<file path="config.mk">
export PLATFORM = sky130hd
export DESIGN_NAME = sorted_sleep_timer_queue_top_flat
export DESIGN_NICKNAME = d
export VERILOG_FILES = /design/src/rtl/core/sstq_pkg.sv /design/src/rtl/core/sstq_in_if.sv /design/src/rtl/core/sstq_out_if.sv /design/src/rtl/core/sstq_ram.sv /design/src/rtl/core/sorted_sleep_timer_queue_top.sv /design/src/flat_wrapper.sv
export SDC_FILE = /design/constraint.sdc
export NUM_CORES = 1
export LEC_CHECK = 0
export BUFFER_PORTS_ARGS = -buffer_cell sky130_fd_sc_hd__buf_2
export CELL_PAD_IN_SITES_DETAIL_PLACEMENT = 1
export CELL_PAD_IN_SITES_GLOBAL_PLACEMENT = 2
export CORE_UTILIZATION = 41
export CTS_CLUSTER_SIZE = 20
export DETAILED_ROUTE_END_ITERATION = 10
export GPL_TIMING_DRIVEN = 0
export PLACE_DENSITY = 0.82
export SYNTH_ARGS = -nofsm -noshare
export SYNTH_HDL_FRONTEND = slang
export SYNTH_SLANG_ARGS = --single-unit
</file>
<file path="constraint.sdc">
create_clock -name clk -period 6.03 [get_ports clk]
set_clock_uncertainty 0.2 [all_clocks]
set_input_delay 0 -clock clk [delete_from_list [all_inputs] [get_ports clk]]
set_output_delay 0 -clock clk [all_outputs]
set_load 0.1 [all_outputs]
</file>
<file path="src/rtl/core/sstq_pkg.sv">
// ---------------------------------------------------------------------------
// sstq_pkg
// Shared types and constants of the sorted sleep timer queue.
// ---------------------------------------------------------------------------
package sstq_pkg;

  localparam int unsigned QUEUE_DEPTH    = 16;
  localparam int unsigned THREAD_ID_BITS = 8;
  localparam int unsigned TID_W          = 8;
  localparam int unsigned TIME_W         = 31;
  localparam int unsigned DELAY_W        = 32;

  localparam logic [TIME_W-1:0] TIME_MAX = {TIME_W{1'b1}};

  typedef enum logic [1:0] {
    KIND_WOKEN    = 2'd0,
    KIND_TICK     = 2'd1,
    KIND_ACCEPTED = 2'd2,
    KIND_REJECTED = 2'd3
  } kind_t;

  typedef enum logic {
    FUNC_SLEEP = 1'b0,
    FUNC_TICK  = 1'b1
  } func_t;

  typedef enum logic [2:0] {
    ST_IDLE,
    ST_INS_RD,
    ST_INS_CMP,
    ST_INS_PUT,
    ST_SLP_DONE,
    ST_TK_RD,
    ST_TK_CMP,
    ST_TK_DONE
  } state_t;

endpackage

</file>
<file path="src/rtl/core/sstq_in_if.sv">
// ---------------------------------------------------------------------------
// sstq_in_if
// Request channel: sleep requests and timer ticks.
// ---------------------------------------------------------------------------
interface sstq_in_if;
  logic                              valid;
  logic                              ready;
  logic                              func;
  logic [sstq_pkg::TID_W-1:0]        thread_id;
  logic signed [sstq_pkg::DELAY_W-1:0] delay;
  logic [sstq_pkg::TIME_W-1:0]       now_time;
  logic                              cpu_idle;

  modport source (output valid, func, thread_id, delay, now_time, cpu_idle,
                  input ready);
  modport sink   (input valid, func, thread_id, delay, now_time, cpu_idle,
                  output ready);
endinterface

</file>
<file path="src/rtl/core/sstq_out_if.sv">
// ---------------------------------------------------------------------------
// sstq_out_if
// Result channel: woken threads and completion beats.
// ---------------------------------------------------------------------------
interface sstq_out_if;
  logic                       valid;
  logic                       ready;
  logic [1:0]                 kind;
  logic [sstq_pkg::TID_W-1:0] woken_thread;
  logic                       yield_request;
  logic                       last;

  modport source (output valid, kind, woken_thread, yield_request, last,
                  input ready);
  modport sink   (input valid, kind, woken_thread, yield_request, last,
                  output ready);
endinterface

</file>
<file path="src/rtl/core/sstq_ram.sv">
// ---------------------------------------------------------------------------
// sstq_ram
// Generic single-write, single-read RAM with registered read data.
// ---------------------------------------------------------------------------
module sstq_ram #(
  parameter int unsigned WIDTH = 8,
  parameter int unsigned DEPTH = 16
) (
  input  logic                     clk,
  input  logic                     we,
  input  logic [$clog2(DEPTH)-1:0] waddr,
  input  logic [WIDTH-1:0]         wdata,
  input  logic [$clog2(DEPTH)-1:0] raddr,
  output logic [WIDTH-1:0]         rdata
);

  logic [WIDTH-1:0] mem [DEPTH];

  always_ff @(posedge clk) begin
    if (we) begin
      mem[waddr] <= wdata;
    end
    rdata <= mem[raddr];
  end

endmodule

</file>
<file path="src/rtl/core/sorted_sleep_timer_queue_top.sv">
// ---------------------------------------------------------------------------
// sorted_sleep_timer_queue_top
// Sleep queue kept sorted by wake time in a circular buffer in one RAM.
//
//   channel | dir | beat contents
//   req     | in  | func, thread_id, delay, now_time, cpu_idle
//   rsp     | out | kind, woken_thread, yield_request, last
//
// One item at a time. Sleep: a rejected request goes straight to its result; an
// item for an empty queue is written at once; else entries are examined from
// the tail (one RAM read then a compare; later entries are written one slot
// toward the tail). Tick: each due entry at the head is read, compared and
// released, until the queue is empty or an entry that is not yet due is left.
// Reset (sync, rst) empties the queue; no clearing pass.
// A stalled rsp holds the engine.
// ---------------------------------------------------------------------------
module sorted_sleep_timer_queue_top #(
  parameter int unsigned QUEUE_DEPTH    = sstq_pkg::QUEUE_DEPTH,
  parameter int unsigned THREAD_ID_BITS = sstq_pkg::THREAD_ID_BITS
) (
  input logic        clk,
  input logic        rst,
  sstq_in_if.sink    req,
  sstq_out_if.source rsp
);

  localparam int unsigned IW  = $clog2(QUEUE_DEPTH);
  localparam int unsigned CW  = $clog2(QUEUE_DEPTH + 1);
  localparam int unsigned TW  = sstq_pkg::TIME_W;
  localparam int unsigned XW  = (THREAD_ID_BITS > sstq_pkg::TID_W) ?
                                THREAD_ID_BITS : sstq_pkg::TID_W;
  localparam int unsigned EW  = THREAD_ID_BITS + TW;

  sstq_pkg::state_t state, state_next;

  logic [IW-1:0]             head;
  logic [CW-1:0]             count;
  logic [CW-1:0]             pos;
  logic [THREAD_ID_BITS-1:0] new_tid;
  logic [TW-1:0]             new_wake;
  logic [TW-1:0]             now_r;
  logic                      idle_r;
  logic                      reject;

  // RAM ports
  logic          we;
  logic [IW-1:0] waddr, raddr;
  logic [EW-1:0] wdata, rdata;
  logic [THREAD_ID_BITS-1:0] rd_tid;
  logic [TW-1:0]             rd_wake;

  // control strobes
  logic accept, pos_dec, ins_done, pop, load_out, emit_ok;
  sstq_pkg::kind_t           out_kind;
  logic [THREAD_ID_BITS-1:0] out_tid;
  logic                      out_yield, out_last;

  // request decode
  logic [XW-1:0]             tid_wide;
  logic [TW:0]               wake_sum;
  logic [TW-1:0]             wake_sat;
  logic                      bad_req;

  // Circular buffer slot for a logical offset from head.
  function automatic logic [IW-1:0] phys(input logic [IW-1:0] h,
                                         input logic [CW-1:0] ofs);
    logic [IW:0] s;
    s = {1'b0, h} + (IW+1)'(ofs);
    if (s >= (IW+1)'(QUEUE_DEPTH)) begin
      s = s - (IW+1)'(QUEUE_DEPTH);
    end
    return s[IW-1:0];
  endfunction

  sstq_ram #(
    .WIDTH (EW),
    .DEPTH (QUEUE_DEPTH)
  ) u_ram (
    .clk   (clk),
    .we    (we),
    .waddr (waddr),
    .wdata (wdata),
    .raddr (raddr),
    .rdata (rdata)
  );

  assign rd_tid  = rdata[EW-1:TW];
  assign rd_wake = rdata[TW-1:0];

  // Wake time, saturating; delay is known positive when it is used.
  always_comb begin
    tid_wide = XW'(req.thread_id);
    wake_sum = {1'b0, req.now_time} + {1'b0, req.delay[TW-1:0]};
    wake_sat = wake_sum[TW] ? sstq_pkg::TIME_MAX : wake_sum[TW-1:0];
    bad_req  = (req.delay == '0) || req.delay[sstq_pkg::DELAY_W-1] ||
               (count == CW'(QUEUE_DEPTH));
  end

  assign emit_ok   = !rsp.valid || rsp.ready;
  assign req.ready = (state == sstq_pkg::ST_IDLE);
  assign accept    = req.valid && req.ready;

  // Next state and datapath strobes
  always_comb begin
    state_next = state;
    we         = 1'b0;
    waddr      = phys(head, pos);
    wdata      = {new_tid, new_wake};
    raddr      = head;
    pos_dec    = 1'b0;
    ins_done   = 1'b0;
    pop        = 1'b0;
    load_out   = 1'b0;
    out_kind   = sstq_pkg::KIND_TICK;
    out_tid    = '0;
    out_yield  = 1'b0;
    out_last   = 1'b1;
    case (state)
      sstq_pkg::ST_IDLE: begin
        if (accept) begin
          if (req.func == sstq_pkg::FUNC_SLEEP) begin
            if (bad_req) begin
              state_next = sstq_pkg::ST_SLP_DONE;
            end else if (count == '0) begin
              state_next = sstq_pkg::ST_INS_PUT;
            end else begin
              state_next = sstq_pkg::ST_INS_RD;
            end
          end else if (count == '0) begin
            state_next = sstq_pkg::ST_TK_DONE;
          end else begin
            state_next = sstq_pkg::ST_TK_RD;
          end
        end
      end
      sstq_pkg::ST_INS_RD: begin
        raddr      = phys(head, pos - CW'(1));
        state_next = sstq_pkg::ST_INS_CMP;
      end
      sstq_pkg::ST_INS_CMP: begin
        // later wake time moves one slot toward the tail
        if (rd_wake > new_wake) begin
          we         = 1'b1;
          wdata      = rdata;
          pos_dec    = 1'b1;
          state_next = (pos == CW'(1)) ? sstq_pkg::ST_INS_PUT : sstq_pkg::ST_INS_RD;
        end else begin
          state_next = sstq_pkg::ST_INS_PUT;
        end
      end
      sstq_pkg::ST_INS_PUT: begin
        we         = 1'b1;
        ins_done   = 1'b1;
        state_next = sstq_pkg::ST_SLP_DONE;
      end
      sstq_pkg::ST_SLP_DONE: begin
        out_kind = reject ? sstq_pkg::KIND_REJECTED : sstq_pkg::KIND_ACCEPTED;
        if (emit_ok) begin
          load_out   = 1'b1;
          state_next = sstq_pkg::ST_IDLE;
        end
      end
      sstq_pkg::ST_TK_RD: begin
        state_next = sstq_pkg::ST_TK_CMP;
      end
      sstq_pkg::ST_TK_CMP: begin
        // front entry due: release it
        if (rd_wake <= now_r) begin
          out_kind = sstq_pkg::KIND_WOKEN;
          out_tid  = rd_tid;
          out_last = 1'b0;
          if (emit_ok) begin
            load_out   = 1'b1;
            pop        = 1'b1;
            state_next = (count == CW'(1)) ? sstq_pkg::ST_TK_DONE : sstq_pkg::ST_TK_RD;
          end
        end else begin
          state_next = sstq_pkg::ST_TK_DONE;
        end
      end
      sstq_pkg::ST_TK_DONE: begin
        out_kind  = sstq_pkg::KIND_TICK;
        out_yield = !idle_r;
        if (emit_ok) begin
          load_out   = 1'b1;
          state_next = sstq_pkg::ST_IDLE;
        end
      end
      default: begin
        state_next = sstq_pkg::ST_IDLE;
      end
    endcase
  end

  // Control registers
  always_ff @(posedge clk) begin
    if (rst) begin
      state     <= sstq_pkg::ST_IDLE;
      head      <= '0;
      count     <= '0;
      rsp.valid <= 1'b0;
    end else begin
      state <= state_next;
      if (ins_done) begin
        count <= count + CW'(1);
      end else if (pop) begin
        count <= count - CW'(1);
        head  <= (head == IW'(QUEUE_DEPTH - 1)) ? '0 : head + IW'(1);
      end
      if (load_out) begin
        rsp.valid <= 1'b1;
      end else if (rsp.ready) begin
        rsp.valid <= 1'b0;
      end
    end
  end

  // Item and result payload
  always_ff @(posedge clk) begin
    if (accept) begin
      new_tid  <= tid_wide[THREAD_ID_BITS-1:0];
      new_wake <= wake_sat;
      now_r    <= req.now_time;
      idle_r   <= req.cpu_idle;
      reject   <= bad_req;
      pos      <= count;
    end else if (pos_dec) begin
      pos <= pos - CW'(1);
    end
    if (load_out) begin
      rsp.kind          <= out_kind;
      rsp.woken_thread  <= sstq_pkg::TID_W'(XW'(out_tid));
      rsp.yield_request <= out_yield;
      rsp.last          <= out_last;
    end
  end

endmodule

</file>
<file path="src/flat_wrapper.sv">
// flat-port wrapper written by rule: the top's interface ports become plain ports
module sorted_sleep_timer_queue_top_flat 
#(
  parameter int unsigned QUEUE_DEPTH    = sstq_pkg::QUEUE_DEPTH,
  parameter int unsigned THREAD_ID_BITS = sstq_pkg::THREAD_ID_BITS
)
  (clk, rst, req_valid, req_func, req_thread_id, req_delay, req_now_time, req_cpu_idle, req_ready, rsp_valid, rsp_kind, rsp_woken_thread, rsp_yield_request, rsp_last, rsp_ready);
  sstq_in_if req_i ();
  sstq_out_if rsp_i ();
  input logic clk;
  input logic rst;
  input wire logic [$bits(req_i.valid)-1:0] req_valid;
  input wire logic [$bits(req_i.func)-1:0] req_func;
  input wire logic [$bits(req_i.thread_id)-1:0] req_thread_id;
  input wire logic [$bits(req_i.delay)-1:0] req_delay;
  input wire logic [$bits(req_i.now_time)-1:0] req_now_time;
  input wire logic [$bits(req_i.cpu_idle)-1:0] req_cpu_idle;
  output wire logic [$bits(req_i.ready)-1:0] req_ready;
  output wire logic [$bits(rsp_i.valid)-1:0] rsp_valid;
  output wire logic [$bits(rsp_i.kind)-1:0] rsp_kind;
  output wire logic [$bits(rsp_i.woken_thread)-1:0] rsp_woken_thread;
  output wire logic [$bits(rsp_i.yield_request)-1:0] rsp_yield_request;
  output wire logic [$bits(rsp_i.last)-1:0] rsp_last;
  input wire logic [$bits(rsp_i.ready)-1:0] rsp_ready;
  assign req_i.valid = req_valid;
  assign req_i.func = req_func;
  assign req_i.thread_id = req_thread_id;
  assign req_i.delay = req_delay;
  assign req_i.now_time = req_now_time;
  assign req_i.cpu_idle = req_cpu_idle;
  assign req_ready = req_i.ready;
  assign rsp_valid = rsp_i.valid;
  assign rsp_kind = rsp_i.kind;
  assign rsp_woken_thread = rsp_i.woken_thread;
  assign rsp_yield_request = rsp_i.yield_request;
  assign rsp_last = rsp_i.last;
  assign rsp_i.ready = rsp_ready;
  sorted_sleep_timer_queue_top #(.QUEUE_DEPTH(QUEUE_DEPTH), .THREAD_ID_BITS(THREAD_ID_BITS)) u_core (.clk(clk), .rst(rst), .req(req_i), .rsp(rsp_i));
endmodule
</file>
==> results.yml <==
final_layout:
  final_cell_mix: "713 x edfxtp_1, 156 x mux4_2, 138 x dlygate4sd3_1, 116 x buf_2, 105 x ha_1"
  layout.cells.non_filler: 3349
  nets: 2427
  stdcell_area_um2: 39100
  antenna_cells: 0
  drive_gt1_share_pct: 24.9
  synthToLayoutAreaGrowth_pct: 20.5
  fin_util_pct: 50.2
  final_common_cell: "edfxtp_1"
  fill_cells: 7381
power:
  intPower_uw: 11500
  p_per_area_nw_per_um2: 428
  p_switching_uw: 5250
  clockPowerShare_pct: 29.5
  pwr-share-seq_pct: 42.8
  power_leakage_uw: 0.0142
  p_comb_share_pct: 27.7
  switching_share_pct: 31.4
  ir_drop_uv: 249
placed_design:
  dp_slack_ns: 0.882
  placed_cell_area_um2: 35100
  gp_congestion: 0.799
  dp_hpwl_um: 59400
  port_buffers: 90
  dp.cells: 3061
clock_network:
  clk_pin_slew_worst_paths_ns: 0.06
  cts_resized: 0
  worstSkewPairLatency_ns: 0.63
  clock-sinks: 765
  cts_setup_buffers: 0
  htreeDepth: 3
  cts_hold_buf: 138
  clockBufferDepth: 3
  cts_tree: "built"
  cts-root-buf: "clkbuf_16"
  cts_buffers: 80
grt:
  grt-ovfl-total: 0
  antenna_found_initial: 0
  grt_pass1_vias: 20300
  track_usage_pct: 21.4
  grt_max_degree: 65
  grt_pass1_wl_um: 128000
critical_path:
  r2r-start: "u_core.u_ram.rdata[28]"
  critPathCaptureType: "register"
  required_ns: 6.16
  reg2reg_depth: 11
  crit_arrival_ns: 5.32
  critPathKind: "reg -> reg"
  start_kind: "register"
  reg2reg_to: "u_core.u_ram.mem[3][24]"
  crit_fanout: 10
  rrSetupSlack_ns: 0.83
route:
  num_vias: 18700
  top_layer: "met4"
  vias_per_cell: 5.58
  drt-wirelength-per-cell_um: 25.6
  ant_nets: 0
  met1_length_um: 36000
  wl_met2_um: 43600
  drc: 0
  wl_um: 85800
  dr.pass1.iters: 5
  drt-initial-drc-count: 1411
  dr_wl_met3_um: 3750
synth:
  yosys_warnings: 0
  syn_nets: 2017
  ys_seq_area_share_pct: 69.3
  yosysUniqueCellTypes: 66
  syn_avg_cell_area_um2: 17.7
  synth_area_um2: 32400
  synthCells: 1832
  synth_enable_flop_cells: 713
  synth_ff_type: "edfxtp_1"
  ys_ff_latch: 765
  async_flop_share_pct: 0
sta:
  finalSetupViolations: 0
  slew_viol_final: 0
  fin_ws_ns: 0.835
  maxSlewHeadroom_pct: 6.09
  finalHoldViolCount: 0
  min_period_ns: 5.20
  worstMarginPinSlew_ns: 1.40
  finalCritPeriodShare_pct: 86.2
  rsz0062_at_grt: "false"
  max_freq_ghz: 0.192
outcome:
  status: "finished, final reports clean"
floorplan:
  core_area_um2: 77800
  num_rows: 102
  boundaryPins: 91
  start_util_pct: 41.6
  die_w_um: 283
  die_y_um: 283
  die_area_um2: 80200
min_path:
  min_path_type: "in -> reg"
  hold_start: "req_delay[19]"
  hold_end: "u_core.new_wake[19]"
  worstHoldPathCells: 5
job:
  drv_cap: 0
-- per-stage QoR --
step            TNS, ns  hold WS [ns]  total power (uW)
2_1_floorplan    -80.50        -0.101             10100
3_3_place_gp   -3233.07       -0.0195             11400
3_5_place_dp          0       -0.0203             11800
4_1_cts               0        0.0251             16800
5_1_grt               0        0.0920             17400
6_report              0        0.0686             16700
-- synth_stat cells (3+ instances only) --
cell / count / area share, %
buf_1: 7 / 0.081
mux4_2: 156 / 11
buf_2: 26 / 0.40
a21oi_1: 96 / 1.5
and4_1: 4 / 0.11
buf_4: 6 / 0.14
a21o_1: 38 / 0.88
nand4_1: 16 / 0.31
xor2_1: 14 / 0.38
o21a_1: 8 / 0.19
nor3_1: 18 / 0.28
nand2b_1: 6 / 0.12
nand3_1: 16 / 0.25
xnor2_1: 14 / 0.38
inv_1: 84 / 0.97
nor3b_1: 3 / 0.069
dfxtp_1: 52 / 3.2
nor2_1: 35 / 0.41
fa_1: 3 / 0.19
ha_1: 105 / 4.1
mux2_2: 43 / 1.5
o211ai_1: 3 / 0.069
buf_6: 11 / 0.38
o21ai_0: 30 / 0.46
nand2_1: 50 / 0.58
edfxtp_1: 713 / 66
a21boi_0: 3 / 0.069
o31ai_1: 4 / 0.093
mux2i_1: 46 / 1.4
and3_1: 12 / 0.23
nor2b_1: 50 / 0.96
clkbuf_1: 22 / 0.25
a31oi_1: 9 / 0.17
and2_1: 17 / 0.33
a211oi_1: 45 / 1.0
nor4_1: 27 / 0.52
-- metal layers --
layer	GRT usage [%]	vias to the layer above
li1	-	8176
met5	0	-
met4	6.61	0
met3	3.14	147
met1	27.8	9870
met2	36.9	490
-- state kept, by name, indices dropped and copies added, names as in the netlist --
name and flops:
u_core.rsp.kind 2, u_core.reject 1, u_core.idle_r 1, u_core.now_r 31, u_core.state 3, u_core.pos 5, u_core.rsp.woken_thread 8, u_core.count 5
u_core.new_wake 31, u_core.rsp.yield_request 1, u_core.head 4, u_core.rsp.last 1, u_core.u_ram.rdata 39, u_core.rsp.valid 1, u_core.new_tid 8, u_core.u_ram.mem 624
-- cell type report --
class                           count  area (um2)  share of cell area, %
Timing Repair Buffer              328        2620                   6.70
Multi-Input combinational cell    911        9350                   23.9
Clock buffer                      101        2130                   5.46
Tap cell                         1040        1300                   3.33
Sequential cell                   765       22500                   57.5
Buffer                             72         408                   1.04
Inverter                           84         318                  0.814
Clock inverter                     48         483                   1.24
-- power groups by stage --
stage / Sequential (uW) / Clock [uW] / Combinational [uW]
CTS: 7170 / 5010 / 4670
global placement: 7320 / 0 / 4130
global route: 7200 / 5190 / 5000
detailed placement: 7270 / 0 / 4520
floorplan: 7230 / 0 / 2910
finish: 7160 / 4930 / 4640
-- worst max-delay path, stage by stage, from the launching register on --
cell and delay, ns:
dfxtp_1 0.39, ha_1 0.35, nand4_1 0.12, nor2_1 0.50, a21o_1 0.30, o211ai_1 0.59, o21a_1 0.46, buf_2 0.28
nor4_2 0.95, buf_4 0.34, buf_4 0.21, buf_4 0.19
-- how the worst max path moves through the flow --
stage	cells after the start	slack, ns	startpoint	endpoint
floorplan	11	-0.18	u_core.new_wake[1]	u_core.u_ram.mem[12][0]
global placement	8	-5.66	u_core.u_ram.rdata[30]	u_core.u_ram.mem[3][29]
detailed placement	11	0.88	u_core.u_ram.rdata[29]	u_core.u_ram.mem[3][29]
CTS	11	0.85	u_core.u_ram.rdata[29]	u_core.u_ram.mem[3][24]
global route	12	0.70	u_core.new_wake[30]	u_core.u_ram.mem[3][28]
finish	11	0.83	u_core.u_ram.rdata[28]	u_core.u_ram.mem[3][24]
-- cells by family after synthesis --
family | synth area share, %
compound gates | 5.16
xor+xnor | 0.807
fa+ha+maj | 4.24
buf+inv | 2.23
flops | 69.3
mux | 13.8
simple gates | 4.52
No activity file was read; power rests on OpenSTA's default activity.
